[src/rtl/etx_pkg.sv]
`default_nettype none
package etx_pkg;
    localparam int MAX_NEIGHBORS = 10;
    localparam int WINDOW = 30;

    localparam int ADDR_W = 32;
    localparam int CNT8_W = 8;
    localparam int COST_W = 20;
    localparam int IDX_W = (MAX_NEIGHBORS > 1) ? $clog2(MAX_NEIGHBORS) : 1;
    localparam int PCNT_W = $clog2(MAX_NEIGHBORS + 1);
    localparam int COL_W = $clog2(WINDOW);
    localparam int WDEPTH = MAX_NEIGHBORS * WINDOW;
    localparam int WADDR_W = $clog2(WDEPTH);
    localparam int NUM_W = $clog2(WINDOW * WINDOW + 1);
    localparam int PROD_W = 2 * CNT8_W;
    localparam int DCNT_W = (NUM_W > 1) ? $clog2(NUM_W) : 1;

    localparam logic [NUM_W-1:0] COST_NUM = NUM_W'(WINDOW * WINDOW);
    localparam logic [COST_W-1:0] COST_INF = COST_W'(1000000);
    localparam logic [CNT8_W-1:0] INIT_COUNT = CNT8_W'(30);
    localparam logic [CNT8_W-1:0] CNT_MAX = '1;

    localparam int IN_TDATA_W = 112;
    localparam int OUT_TDATA_W = 56;

    localparam logic [1:0] REQ_HEADER = 2'd0;
    localparam logic [1:0] REQ_ENTRY = 2'd1;
    localparam logic [1:0] REQ_TICK = 2'd2;
    localparam logic [1:0] REQ_QUERY = 2'd3;

    localparam logic [1:0] KIND_STATUS = 2'd0;
    localparam logic [1:0] KIND_COST = 2'd1;
    localparam logic [1:0] KIND_OUTGOING = 2'd2;

    localparam logic [1:0] ST_OK = 2'd0;
    localparam logic [1:0] ST_NOT_LISTED = 2'd1;
    localparam logic [1:0] ST_FULL = 2'd2;
endpackage
`default_nettype wire

[src/rtl/etx_ram.sv]
`default_nettype none
module etx_ram #(
    parameter int WIDTH = 8,
    parameter int DEPTH = 16
) (
    input  wire                     clk,
    input  wire                     wr_en,
    input  wire [$clog2(DEPTH)-1:0] wr_addr,
    input  wire [WIDTH-1:0]         wr_data,
    input  wire [$clog2(DEPTH)-1:0] rd_addr,
    output logic [WIDTH-1:0]        rd_data
);
    logic [WIDTH-1:0] mem [DEPTH];

    always_ff @(posedge clk)
    begin
        if (wr_en)
        begin
            mem[wr_addr] <= wr_data;
        end
        rd_data <= mem[rd_addr];
    end
endmodule
`default_nettype wire

[src/rtl/link_etx_neighbor_table.sv]
// Channel   Dir  Beat contents
// s_axis    in   tuser req_type; tlast entry_last; tdata source/entry/query fields
// m_axis    out  tuser result_kind; tlast last_result; tdata status/address/value
// cfg       in   host_address_we / host_address_wdata, one register
//
// After reset a clearing pass over all MAX_NEIGHBORS*WINDOW (300) window memory words
// loads each with its initial count; no beat is taken meanwhile.
// One item at a time. A search reads the peer memory port entry by entry, a read state
// then a compare per entry. A header then reads and writes back each window slot
// of a known neighbor (window memory port), or writes each slot once for a new neighbor.
// A tick reads, multiplies and divides bit by bit per neighbor, then reads and emits each
// outgoing beat. A pending output beat stalls only the next emit.
`default_nettype none
module link_etx_neighbor_table (
    input  wire         clk,
    input  wire         rst_n,
    input  wire         host_address_we,
    input  wire [31:0]  host_address_wdata,
    input  wire         s_tvalid,
    output logic        s_tready,
    // tdata: source_address[31:0], no_entries[32], entry_address[64:33],
    //        entry_count[72:65], query_address[104:73], zero fill
    input  wire [etx_pkg::IN_TDATA_W-1:0] s_tdata,
    input  wire [1:0]   s_tuser,    // req_type
    input  wire         s_tlast,    // entry_last
    output logic        m_tvalid,
    input  wire         m_tready,
    // tdata: status[1:0], neighbor_address[33:2], result_value[53:34], zero fill
    output logic [etx_pkg::OUT_TDATA_W-1:0] m_tdata,
    output logic [1:0]  m_tuser,    // result_kind
    output logic        m_tlast     // last_result
);
    typedef enum logic [4:0] {
        S_CLEAR, S_IDLE, S_SRCH_RD, S_SRCH_CMP, S_MISS, S_NEW, S_FILL,
        S_INC_RD, S_INC_WR, S_P_DONE, S_ENTRY, S_ENTRY_RD, S_ENTRY_CAP,
        S_T_RD, S_T_MUL, S_T_DIV, S_O_RD, S_O_CAP, S_EMIT
    } state_t;

    state_t state_reg, ret_reg;

    logic [31:0] host_reg;
    logic [1:0]  op_reg;
    logic [31:0] src_reg, eaddr_reg, qaddr_reg;
    logic        noent_reg, elast_reg;
    logic [7:0]  ecount_reg;

    logic [etx_pkg::PCNT_W-1:0] peer_count_reg;
    logic [etx_pkg::IDX_W-1:0]  idx_reg, slot_reg;
    logic                       slot_ok_reg, host_seen_reg;
    logic [etx_pkg::COL_W-1:0]  col_reg;
    logic [etx_pkg::WADDR_W-1:0] clr_reg;

    logic [etx_pkg::COL_W-1:0]  head_reg [etx_pkg::MAX_NEIGHBORS];
    logic [7:0]                 fwd_reg [etx_pkg::MAX_NEIGHBORS];
    logic [etx_pkg::COST_W-1:0] cost_reg [etx_pkg::MAX_NEIGHBORS];

    logic [etx_pkg::PROD_W-1:0] prod_reg;
    logic                       zero_reg;
    logic [etx_pkg::PROD_W:0]   rem_reg;
    logic [etx_pkg::NUM_W-1:0]  quo_reg;
    logic [etx_pkg::DCNT_W-1:0] dcnt_reg;

    logic [1:0]  pend_kind_reg, pend_status_reg;
    logic [31:0] pend_addr_reg;
    logic [etx_pkg::COST_W-1:0] pend_value_reg;
    logic        pend_last_reg;

    logic        m_valid_reg, m_last_reg;
    logic [1:0]  m_kind_reg, m_status_reg;
    logic [31:0] m_addr_reg;
    logic [etx_pkg::COST_W-1:0] m_value_reg;

    // Memory ports.
    logic        peer_we;
    logic [31:0] peer_rdata;
    logic        win_we;
    logic [7:0]  win_wdata, win_rdata;
    logic [etx_pkg::WADDR_W-1:0] win_addr;
    logic [etx_pkg::COL_W-1:0]   col;

    logic        in_acc, out_free, more_peers, host_hit;
    logic [31:0] key;
    logic [etx_pkg::PROD_W:0]   trial;
    logic                       trial_ge;
    logic [etx_pkg::NUM_W-1:0]  quo_next;

    assign in_acc = s_tvalid && s_tready;
    assign s_tready = (state_reg == S_IDLE);
    assign out_free = !m_valid_reg || m_tready;
    assign more_peers = (etx_pkg::PCNT_W'(idx_reg) + 1'b1) < peer_count_reg;
    assign key = (op_reg == etx_pkg::REQ_QUERY) ? qaddr_reg : src_reg;
    assign host_hit = !host_seen_reg && (eaddr_reg == host_reg);

    always_comb
    begin
        case (state_reg)
            S_T_RD, S_T_MUL, S_O_RD: col = head_reg[idx_reg];
            default:                 col = col_reg;
        endcase
    end

    assign win_addr = (state_reg == S_CLEAR) ? clr_reg :
        etx_pkg::WADDR_W'(etx_pkg::WADDR_W'(idx_reg) * etx_pkg::WADDR_W'(etx_pkg::WINDOW))
        + etx_pkg::WADDR_W'(col);

    always_comb
    begin
        win_we = 1'b0;
        win_wdata = '0;
        case (state_reg)
            S_CLEAR:
            begin
                win_we = 1'b1;
                win_wdata = etx_pkg::INIT_COUNT;
            end
            S_FILL:
            begin
                win_we = 1'b1;
                win_wdata = 8'd1;
            end
            S_INC_WR:
            begin
                win_we = 1'b1;
                win_wdata = (win_rdata == etx_pkg::CNT_MAX) ? win_rdata : win_rdata + 8'd1;
            end
            S_T_MUL:
            begin
                win_we = 1'b1;
            end
            default:
            begin
                win_we = 1'b0;
            end
        endcase
    end

    assign peer_we = (state_reg == S_NEW);

    // One restoring division step per cycle, numerator bit from the constant.
    assign trial = {rem_reg[etx_pkg::PROD_W-1:0], etx_pkg::COST_NUM[dcnt_reg]};
    assign trial_ge = trial >= {1'b0, prod_reg};
    always_comb
    begin
        quo_next = quo_reg;
        quo_next[dcnt_reg] = trial_ge;
    end

    etx_ram #(.WIDTH(32), .DEPTH(etx_pkg::MAX_NEIGHBORS)) u_peer_ram (
        .clk     (clk),
        .wr_en   (peer_we),
        .wr_addr (idx_reg),
        .wr_data (src_reg),
        .rd_addr (idx_reg),
        .rd_data (peer_rdata)
    );

    etx_ram #(.WIDTH(8), .DEPTH(etx_pkg::WDEPTH)) u_win_ram (
        .clk     (clk),
        .wr_en   (win_we),
        .wr_addr (win_addr),
        .wr_data (win_wdata),
        .rd_addr (win_addr),
        .rd_data (win_rdata)
    );

    always_ff @(posedge clk or negedge rst_n)
    begin
        if (!rst_n)
        begin
            state_reg <= S_CLEAR;
            ret_reg <= S_IDLE;
            host_reg <= '0;
            peer_count_reg <= '0;
            idx_reg <= '0;
            slot_reg <= '0;
            slot_ok_reg <= 1'b0;
            host_seen_reg <= 1'b0;
            col_reg <= '0;
            clr_reg <= '0;
            dcnt_reg <= '0;
            m_valid_reg <= 1'b0;
            for (int i = 0; i < etx_pkg::MAX_NEIGHBORS; i++)
            begin
                head_reg[i] <= '0;
                fwd_reg[i] <= etx_pkg::INIT_COUNT;
                cost_reg[i] <= '0;
            end
        end
        else
        begin
            if (host_address_we)
            begin
                host_reg <= host_address_wdata;
            end
            // The emit state loads the output register itself.
            if (m_valid_reg && m_tready && state_reg != S_EMIT)
            begin
                m_valid_reg <= 1'b0;
            end

            case (state_reg)
                S_CLEAR:
                begin
                    clr_reg <= clr_reg + 1'b1;
                    if (clr_reg == etx_pkg::WADDR_W'(etx_pkg::WDEPTH - 1))
                    begin
                        state_reg <= S_IDLE;
                    end
                end
                S_IDLE:
                begin
                    if (in_acc)
                    begin
                        op_reg <= s_tuser;
                        src_reg <= s_tdata[31:0];
                        noent_reg <= s_tdata[32];
                        eaddr_reg <= s_tdata[64:33];
                        ecount_reg <= s_tdata[72:65];
                        qaddr_reg <= s_tdata[104:73];
                        elast_reg <= s_tlast;
                        idx_reg <= '0;
                        case (s_tuser)
                            etx_pkg::REQ_HEADER, etx_pkg::REQ_QUERY:
                            begin
                                if (s_tuser == etx_pkg::REQ_HEADER)
                                begin
                                    slot_ok_reg <= 1'b0;
                                    host_seen_reg <= 1'b0;
                                end
                                state_reg <= (peer_count_reg == '0) ? S_MISS : S_SRCH_RD;
                            end
                            etx_pkg::REQ_ENTRY:
                            begin
                                state_reg <= S_ENTRY;
                            end
                            default:
                            begin
                                state_reg <= (peer_count_reg == '0) ? S_IDLE : S_T_RD;
                            end
                        endcase
                    end
                end
                S_SRCH_RD:
                begin
                    state_reg <= S_SRCH_CMP;
                end
                S_SRCH_CMP:
                begin
                    if (peer_rdata == key)
                    begin
                        if (op_reg == etx_pkg::REQ_QUERY)
                        begin
                            pend_kind_reg <= etx_pkg::KIND_COST;
                            pend_status_reg <= etx_pkg::ST_OK;
                            pend_addr_reg <= qaddr_reg;
                            pend_value_reg <= cost_reg[idx_reg];
                            pend_last_reg <= 1'b0;
                            ret_reg <= S_IDLE;
                            state_reg <= S_EMIT;
                        end
                        else
                        begin
                            col_reg <= '0;
                            state_reg <= S_INC_RD;
                        end
                    end
                    else if (more_peers)
                    begin
                        idx_reg <= idx_reg + 1'b1;
                        state_reg <= S_SRCH_RD;
                    end
                    else
                    begin
                        state_reg <= S_MISS;
                    end
                end
                S_MISS:
                begin
                    pend_last_reg <= 1'b0;
                    ret_reg <= S_IDLE;
                    if (op_reg == etx_pkg::REQ_QUERY)
                    begin
                        pend_kind_reg <= etx_pkg::KIND_COST;
                        pend_status_reg <= etx_pkg::ST_NOT_LISTED;
                        pend_addr_reg <= qaddr_reg;
                        pend_value_reg <= etx_pkg::COST_INF;
                        state_reg <= S_EMIT;
                    end
                    else if (peer_count_reg == etx_pkg::PCNT_W'(etx_pkg::MAX_NEIGHBORS))
                    begin
                        pend_kind_reg <= etx_pkg::KIND_STATUS;
                        pend_status_reg <= etx_pkg::ST_FULL;
                        pend_addr_reg <= src_reg;
                        pend_value_reg <= '0;
                        state_reg <= S_EMIT;
                    end
                    else
                    begin
                        idx_reg <= peer_count_reg[etx_pkg::IDX_W-1:0];
                        state_reg <= S_NEW;
                    end
                end
                S_NEW:
                begin
                    col_reg <= '0;
                    peer_count_reg <= peer_count_reg + 1'b1;
                    state_reg <= S_FILL;
                end
                S_FILL:
                begin
                    col_reg <= col_reg + 1'b1;
                    if (col_reg == etx_pkg::COL_W'(etx_pkg::WINDOW - 1))
                    begin
                        state_reg <= S_P_DONE;
                    end
                end
                S_INC_RD:
                begin
                    state_reg <= S_INC_WR;
                end
                S_INC_WR:
                begin
                    col_reg <= col_reg + 1'b1;
                    state_reg <= (col_reg == etx_pkg::COL_W'(etx_pkg::WINDOW - 1))
                        ? S_P_DONE : S_INC_RD;
                end
                S_P_DONE:
                begin
                    if (noent_reg)
                    begin
                        pend_kind_reg <= etx_pkg::KIND_STATUS;
                        pend_status_reg <= etx_pkg::ST_NOT_LISTED;
                        pend_addr_reg <= src_reg;
                        pend_value_reg <= '0;
                        pend_last_reg <= 1'b0;
                        ret_reg <= S_IDLE;
                        state_reg <= S_EMIT;
                    end
                    else
                    begin
                        slot_reg <= idx_reg;
                        slot_ok_reg <= 1'b1;
                        state_reg <= S_IDLE;
                    end
                end
                S_ENTRY:
                begin
                    if (!slot_ok_reg)
                    begin
                        state_reg <= S_IDLE;
                    end
                    else
                    begin
                        if (host_hit)
                        begin
                            fwd_reg[slot_reg] <= ecount_reg;
                            host_seen_reg <= 1'b1;
                        end
                        idx_reg <= slot_reg;
                        state_reg <= elast_reg ? S_ENTRY_RD : S_IDLE;
                    end
                end
                S_ENTRY_RD:
                begin
                    state_reg <= S_ENTRY_CAP;
                end
                S_ENTRY_CAP:
                begin
                    pend_kind_reg <= etx_pkg::KIND_STATUS;
                    pend_status_reg <= host_seen_reg ? etx_pkg::ST_OK : etx_pkg::ST_NOT_LISTED;
                    pend_addr_reg <= peer_rdata;
                    pend_value_reg <= '0;
                    pend_last_reg <= 1'b0;
                    slot_ok_reg <= 1'b0;
                    host_seen_reg <= 1'b0;
                    ret_reg <= S_IDLE;
                    state_reg <= S_EMIT;
                end
                S_T_RD:
                begin
                    state_reg <= S_T_MUL;
                end
                S_T_MUL:
                begin
                    // The head slot is cleared by this cycle's write.
                    prod_reg <= win_rdata * fwd_reg[idx_reg];
                    zero_reg <= (win_rdata == '0) || (fwd_reg[idx_reg] == '0);
                    head_reg[idx_reg] <= (head_reg[idx_reg] == etx_pkg::COL_W'(etx_pkg::WINDOW - 1))
                        ? '0 : head_reg[idx_reg] + 1'b1;
                    rem_reg <= '0;
                    quo_reg <= '0;
                    dcnt_reg <= etx_pkg::DCNT_W'(etx_pkg::NUM_W - 1);
                    state_reg <= S_T_DIV;
                end
                S_T_DIV:
                begin
                    rem_reg <= trial_ge ? trial - {1'b0, prod_reg} : trial;
                    quo_reg <= quo_next;
                    dcnt_reg <= dcnt_reg - 1'b1;
                    if (dcnt_reg == '0)
                    begin
                        cost_reg[idx_reg] <= zero_reg ? etx_pkg::COST_INF
                                                      : etx_pkg::COST_W'(quo_next);
                        if (more_peers)
                        begin
                            idx_reg <= idx_reg + 1'b1;
                            state_reg <= S_T_RD;
                        end
                        else
                        begin
                            idx_reg <= '0;
                            state_reg <= S_O_RD;
                        end
                    end
                end
                S_O_RD:
                begin
                    state_reg <= S_O_CAP;
                end
                S_O_CAP:
                begin
                    pend_kind_reg <= etx_pkg::KIND_OUTGOING;
                    pend_status_reg <= etx_pkg::ST_OK;
                    pend_addr_reg <= peer_rdata;
                    pend_value_reg <= etx_pkg::COST_W'(win_rdata);
                    pend_last_reg <= !more_peers;
                    ret_reg <= more_peers ? S_O_RD : S_IDLE;
                    if (more_peers)
                    begin
                        idx_reg <= idx_reg + 1'b1;
                    end
                    state_reg <= S_EMIT;
                end
                S_EMIT:
                begin
                    if (out_free)
                    begin
                        m_valid_reg <= 1'b1;
                        m_kind_reg <= pend_kind_reg;
                        m_status_reg <= pend_status_reg;
                        m_addr_reg <= pend_addr_reg;
                        m_value_reg <= pend_value_reg;
                        m_last_reg <= pend_last_reg;
                        state_reg <= ret_reg;
                    end
                end
                default:
                begin
                    state_reg <= S_IDLE;
                end
            endcase
        end
    end

    assign m_tvalid = m_valid_reg;
    assign m_tuser = m_kind_reg;
    assign m_tlast = m_last_reg;
    assign m_tdata = {2'b00, m_value_reg, m_addr_reg, m_status_reg};

    a_count_bound: assert property (@(posedge clk) disable iff (!rst_n)
        peer_count_reg <= etx_pkg::PCNT_W'(etx_pkg::MAX_NEIGHBORS))
        else $error("neighbor count above table size");
    a_count_step: assert property (@(posedge clk) disable iff (!rst_n)
        peer_count_reg != $past(peer_count_reg) |->
            peer_count_reg == $past(peer_count_reg) + 1'b1)
        else $error("neighbor count moved by other than one");
    a_slot_valid: assert property (@(posedge clk) disable iff (!rst_n)
        slot_ok_reg |-> etx_pkg::PCNT_W'(slot_reg) < peer_count_reg)
        else $error("open probe points past the table");
    a_clear_quiet: assert property (@(posedge clk) disable iff (!rst_n)
        state_reg == S_CLEAR |-> !m_valid_reg && !s_tready)
        else $error("traffic during clearing pass");
endmodule
`default_nettype wire

[config.mk]
export PLATFORM = sky130hd
export DESIGN_NAME = link_etx_neighbor_table
export DESIGN_NICKNAME = d
export VERILOG_FILES = /design/src/rtl/etx_pkg.sv /design/src/rtl/etx_ram.sv /design/src/rtl/link_etx_neighbor_table.sv
export SDC_FILE = /design/constraint.sdc
export NUM_CORES = 2
export LEC_CHECK = 0
export ABC_AREA = 1
export BUFFER_PORTS_ARGS = -buffer_cell sky130_fd_sc_hd__buf_2
export CAP_MARGIN = 20
export CORE_MARGIN = 2
export CORE_UTILIZATION = 30
export CTS_CLUSTER_SIZE = 8
export DETAILED_ROUTE_END_ITERATION = 12
export GPL_ROUTABILITY_DRIVEN = 0
export MAX_ROUTING_LAYER = met4
export PLACE_DENSITY = 0.49
export SYNTH_ARGS = -nofsm -noshare
export SYNTH_HDL_FRONTEND = slang
export SYNTH_SLANG_ARGS = --single-unit
[constraint.sdc]
create_clock -name clk -period 18.3 [get_ports clk]
set_input_delay 3.66 -clock clk [delete_from_list [all_inputs] [get_ports clk]]
set_output_delay 3.66 -clock clk [all_outputs]
set_load 0.03 [all_outputs]
== Yosys cells after proc, flatten, opt, wreduce, memory -nomap -nowiden ==
Memory sizes are Yosys's and may differ from the RTL's. A register that Yosys moved wholly into a read port is not among the register bits.
Index checks and enable logic that the tools add are counted.
Word-level totals
  memories: 3
  ROM bits: 16
  logic and storage cells: 297
  flip-flop bits (word level): 670
  output and inout bits: 61
  bits in writable memories: 2720
Memory list
  u_win_ram.mem: words 300, bits a word 8, read ports 1, clocked after memory_dff 1, wr ports 1, RTL line etx_ram.sv:13  | logic [WIDTH-1:0] mem [DEPTH];
  u_peer_ram.mem: words 10, bits a word 32, read ports 1, clocked after memory_dff 1, wr ports 1, RTL line etx_ram.sv:13
  (no name shown): words 16, bits a word 1, read ports 1, clocked after memory_dff 0, wr ports 0, RTL line link_etx_neighbor_table.sv:140  | assign trial = {rem_reg[etx_pkg::PROD_W-1:0], etx_pkg::COST_NUM[dcnt_reg]};
Operators by class
  $mul: 2
  $lt $le $gt $ge: 8
  muxes and demuxes: 114
  reduce and logical (&&, ||, !) cells: 48
  bitwise logic cells: 3
  eq/ne operators: 47
  $add $sub $neg: 9
Operators by type and width (number)
  $bwmux W200: 1
  $mux W32: 6
  $mux W20: 9
  $pmux W32 S4: 1
  $mux W5: 22
  $pmux W20 S5: 1
  $pmux W5 S18: 1
  $bmux W20 S4: 1
  $bwmux W80: 1
  $demux W20 S4: 1
  $eq A32 B32 Y1: 2
  $bwmux W50: 1
  $mux W4: 12
  $eq A5 B4 Y1 const B: 8
  $bmux W8 S4: 1
  $demux W8 S4: 1
  $mux W8: 4
  $pmux W16 S2: 1
  $ne A2 B2 Y1 const B: 13
  $eq A5 B5 Y1 const B: 5
  $pmux W4 S6: 1
  $pmux W8 S3: 1
  $bmux W5 S4: 1
  $demux W5 S4: 1
  other kinds (63): 135

== Logic depth before layout (Yosys ltp) ==
  word-level depth: 7
  gate-level depth with buffers: 32

== By module ==
Synthesis repeated with hierarchy kept, for this count alone.
Second synthesis, totals
  cell total of the unflattened synthesis: 12815
  area, all modules: 141797.2 um2
Modules (own cells, without submodules)
  etx_ram (u_win_ram): area an instance 97153.2 um2, instances 1, cells an instance 8047, sequential area each 72229.3 um2
  link_etx_neighbor_table: area an instance 30533.0 um2, instances 1, cells an instance 3498, sequential area each 15275.9 um2
  etx_ram (u_peer_ram): area an instance 14111.0 um2, instances 1, cells an instance 1270, sequential area each 10249.8 um2

== Worst setup path after synthesis ==
OpenSTA, ideal clock, no wires.
  path kind: flip-flop to flip-flop
  start point: register u_win_ram.rd_data[1], read port of u_win_ram.mem
  end point: memory u_win_ram.mem[0][1] (data pin)
  path slack: 2.859 ns
  path buffers: 0
  data required time: 15.772 ns
  cell stages (with the launch flop): 10
  library setup time: 2.528 ns
  data arrival time: 12.913 ns
  cell sequence: dfxtp_1 -> ha_1 -> nand2_1 -> nor2_1 -> inv_1 -> nor2_1 -> nand2_1 -> nor2_1 -> o21ai_0 -> o21ai_0
Between the ends
  longest elaborated chain between the ends: 3
  elaborated cells on any way between the ends: 4
  those cells by class: 1 x add/sub; 1 x eq/ne; 2 x mux
Ends and longest elaborated chain
  from (decl): RTL line etx_ram.sv:11  | output logic [WIDTH-1:0] rd_data
  $add A8 B1 Y8 or $eq A8 B8 Y1 (tied branches): RTL line link_etx_neighbor_table.sv:124  | win_wdata = (win_rdata == etx_pkg::CNT_MAX) ? win_rdata : win_rdata + 8'd1;
  $mux W8 (*): RTL line link_etx_neighbor_table.sv:124
  $pmux W8 S3 (*): RTL line link_etx_neighbor_table.sv:110  | case (state_reg)
  net u_win_ram.wr_data[1]: RTL line etx_ram.sv:9  | input wire [WIDTH-1:0] wr_data,
  to (decl): RTL line etx_ram.sv:13
Mark *: on every way through the listed nets, which the timed path passes. The rest lies on a longest branch.

== Worst setup path in the final report ==
  start point: register idx_reg[0] (netlist name)
  end point: register u_win_ram.rd_data[3], read port of u_win_ram.mem
Between the ends
  longest elaborated chain between the ends: 7
  elaborated cells on any way between the ends: 8
  those cells by class: 1 x add/sub; 1 x mul; 5 x mux; 1 x bitwise
Ends and longest elaborated chain
  from (decl): RTL line link_etx_neighbor_table.sv:48  | logic [etx_pkg::IDX_W-1:0] idx_reg, slot_reg;
  from (signal assigned): RTL line link_etx_neighbor_table.sv:269  | idx_reg <= idx_reg + 1'b1;
  from (signal assigned): RTL line link_etx_neighbor_table.sv:299  | idx_reg <= peer_count_reg[etx_pkg::IDX_W-1:0];
  from (signal assigned): RTL line link_etx_neighbor_table.sv:359  | idx_reg <= slot_reg;
  branches (longest 5 deep; another with $mul A4 B4 Y8)
  $add A9 B5 Y9 (*): RTL line link_etx_neighbor_table.sv:104  | + etx_pkg::WADDR_W'(col);
  $mux W9 (*): RTL line link_etx_neighbor_table.sv:102  | assign win_addr = (state_reg == S_CLEAR) ? clr_reg :
Every way passes the cells marked *. The select of a mux whose other input is x is not followed.
A chain may end at the register's enable or synchronous reset.

==> impl_metrics.sql <==
INSERT INTO impl_metrics (metric_group, metric, value, unit) VALUES
('outcome', 'outcome', 'complete, no violations', ''),
('finish', 'layout.core_utilization', '34.46', '%'),
('worst_setup_path', 'required', '19.18', 'ns'),
('sta', 'tns', '0', 'ns'),
('sta', 'measured_slew_at_the_worst_slew_check_pin', '1.154', 'ns'),
('min_path', 'min-delay-path-class', 'reg2reg', ''),
('worst_setup_path', 'endpoint_kind', 'register', ''),
('routing', 'vias_per_cell', '4.823', ''),
('sta', 'finalHoldViolCount', '0', ''),
('pwr', 'seq_power_share', '31.9', '%'),
('worst_setup_path', 'worst_setup_sp_type', 'register', ''),
('sta', 'setup_viol_count_final', '0', ''),
('logic_synthesis', 'ys.flop_type', 'sky130_fd_sc_hd__edfxtp_1', ''),
('finish', 'largest_reg_flops', '2400', ''),
('logic_synthesis', 'synth-warning-count', '0', ''),
('logic_synthesis', 'netlist.area_leader.share', '63.32', '%'),
('clock_tree', 'postCtsSetupBuffers', '0', ''),
('die', 'ios', '213', ''),
('pwr', 'ir_worst_vdd', '0.0002142', 'V'),
('worst_setup_path', 'crit-reg2reg-capture', 'u_win_ram.rd_data[3]', ''),
('die', 'die_h', '688.9', 'um'),
('logic_synthesis', 'yosys.area_share.xor_xnor', '0.5664', '%'),
('clock_tree', 'worst_skew_pair.late_latency', '1.01', 'ns'),
('global_routing', 'initial_antenna_violation_count', '17', ''),
('global_routing', 'globalRouteOverflowTotal', '0', ''),
('finish', 'layout.cell_area.non_filler', '161000', 'um2'),
('die', 'start_util', '30.11', '%'),
('clock_tree', 'root_buffer', 'sky130_fd_sc_hd__clkbuf_16', ''),
('sta', 'setup_clock_skew_after_layout', '0.1171', 'ns'),
('logic_synthesis', 'synth_top_family_by_area', 'simple AND/OR/NAND/NOR gates', ''),
('logic_synthesis', 'synth_sequential_area_ratio', '69.47', '%'),
('logic_synthesis', 'synth_fa_ha_area_share', '1.439', '%'),
('clock_tree', 'cts-htree-levels', '5', ''),
('sta', 'max-slew-margin-rel', '23.05', '%'),
('sta', 'clock.fmax', '111.9', 'MHz'),
('die', 'die_area', '474500', 'um2'),
('worst_setup_path', 'timing.critical_path.fanout_max', '123', ''),
('pwr', 'power.switching', '12.64', 'mW'),
('pwr', 'combinationalPowerShare', '41.6', '%'),
('clock_tree', 'cts_buffer_depth', '4', ''),
('sta', 'final_max_slew_viol_count', '0', ''),
('sta', 'final.min_clock_period', '8.935', 'ns'),
('placed_design', 'dp_worst_setup_slack', '9.388', 'ns'),
('logic_synthesis', 'syn_inst', '13260', ''),
('global_routing', 'grt.total_usage', '18.55', '%'),
('logic_synthesis', 'synth_mux_area_share', '0.1574', '%'),
('die', 'core_area', '467300', 'um2'),
('placed_design', 'buffer_ports.inserted', '198', ''),
('global_routing', 'first_global_vias', '91720', ''),
('worst_setup_path', 'cpMaxStageDelayCell', 'sky130_fd_sc_hd__dfrtp_4', ''),
('die', 'core.rowCount', '251', ''),
('routing', 'finalWirelength', '438200', 'um'),
('worst_setup_path', 'critPathMaxStageDelay', '0.94', 'ns'),
('finish', 'nFillCells', '46910', ''),
('die', 'die_x', '688.9', 'um'),
('worst_setup_path', 'arrival', '9.82', 'ns'),
('routing', 'drt_first_pass_iters', '6', ''),
('finish', 'syn_to_final_growth', '14.44', '%'),
('pwr', 'cellPowerDensity', '179.8', 'nW/um2'),
('logic_synthesis', 'synthTopCellsByCount', '5936 x sky130_fd_sc_hd__nand2_1, 2967 x sky130_fd_sc_hd__edfxtp_1, 886 x sky130_fd_sc_hd__nor2_1, 608 x sky130_fd_sc_hd__o21ai_0, 454 x sky130_fd_sc_hd__nand3_1', ''),
('sta', 'grt_setup_unrepaired', 'no', ''),
('routing', 'initial_drc_count', '8444', ''),
('global_routing', 'pin_count_of_the_biggest_net_entering_global_routing', '178', ''),
('worst_setup_path', 'cp_common_cell', 'sky130_fd_sc_hd__nand2_1', ''),
('clock_tree', 'clk_transition_reported_paths', '0.06', 'ns'),
('job', 'max_cap_violations', '0', ''),
('sta', 'layout_worst_path_cycle_share', '48.82', '%'),
('routing', 'route.vias.total', '95430', ''),
('logic_synthesis', 'synth_compound_gate_area_share', '4.534', '%'),
('logic_synthesis', 'post-synth-top-count-cell', 'sky130_fd_sc_hd__nand2_1', ''),
('min_path', 'holdPathEnd', 'm_addr_reg[9]', '');
## worst max-delay path, delay by kind of cell, from the launching register on
family,cells,cell delay [ns]
buffers and inverters,6,4.14
AND/OR/NAND/NOR,22,3.19
flip-flops,1,0.94
## cell usage in the layout, fill, tap and decap left out, drive strengths merged, types with 4 or more instances in the layout
cell type  netlist  layout
a211oi           6       6
a21oi          166     166
a22oi           48      48
a2bb2oi         10      10
a31oi            7       7
a32o             5       5
buf            290     382
clkbuf         395     585
clkinv          19      35
conb             1       7
dfrtp          271     271
dfstp           41      41
dfxtp           40      40
diode            0      11
edfxtp        2967    2967
fa              43      43
ha              93      93
inv            405     415
mux2            17      17
nand2         5944    5944
nand3          454     454
nand4          111     111
nor2           897     897
nor3            26      26
nor4            13      13
o2111ai          9       9
o211ai          35      35
o21a             4       4
o21ai          710     710
o221ai          69      69
o22ai           46      46
or2              6       6
xnor2           33      33
xor2            58      58
## stage by stage
stage / hold slack, ns / power (mW) / instances
6_report: 0.3309 / 28.95 / 19790
5_1_grt: 0.3548 / 30.58 / 19780
4_1_cts: 0.3123 / 29.10 / 19770
3_5_place_dp: 0.4045 / 21.40 / 19160
3_3_place_gp: 0.4034 / 21.41 / 19160
2_1_floorplan: 0.4003 / 16.71 / 13270
## worst max path at each step
| stage | from | to | slack [ns] | depth (start not counted) |
|---|---|---|---|---|
| after floorplan | u_win_ram.rd_data[1] | u_win_ram.mem[0][1] | 2.86 | 9 |
| after global placement | idx_reg[0] | u_win_ram.rd_data[6] | 9.39 | 28 |
| after detailed placement | idx_reg[0] | u_win_ram.rd_data[3] | 9.39 | 28 |
| after CTS | idx_reg[0] | u_win_ram.rd_data[1] | 9.44 | 26 |
| after global routing | idx_reg[0] | u_win_ram.rd_data[6] | 8.76 | 26 |
| final | idx_reg[0] | u_win_ram.rd_data[3] | 9.37 | 28 |
## power by group through the flow
stage / combinational (mW) / clock, mW / sequential, mW
2_1_floorplan: 7.10 / 0 / 9.61
3_3_place_gp: 12.0 / 0 / 9.38
3_5_place_dp: 12.0 / 0 / 9.38
4_1_cts: 12.0 / 7.81 / 9.24
5_1_grt: 13.2 / 8.10 / 9.26
6_report: 12.0 / 7.66 / 9.24
## layer usage
layer / routed length [um] / up-vias / GRT usage [%]
li1: - / 44750 / -
met1: 198800 / 47120 / 25.55
met2: 200100 / 2866 / 28.76
met3: 26770 / 696 / 2.570
met4: 12610 / 0 / 5.028
met5: 0 / - / -
## final cells by class
class / instances / area (um2) / share of cell area, %
sequential: 3319 / 97770 / 60.71
inverter: 424 / 1625 / 1.009
multi-input combinational: 8840 / 38840 / 24.12
clock buffer: 585 / 11960 / 7.425
tap: 6198 / 7755 / 4.816
antenna: 11 / 27.53 / 0.01709
timing repair buffer: 382 / 2592 / 1.610
clock inverter: 27 / 470.5 / 0.2921
## cells by family after synthesis
group | count (synthesis)
muxes | 20
xor gates and xnor gates | 91
and+or+nand+nor | 7455
adders and majority gates | 136
other | 1
buffers and inverters | 1109
DFF | 3319
AOI/OAI and AO/OA | 1131
No activity file was read; power rests on OpenSTA's default activity.
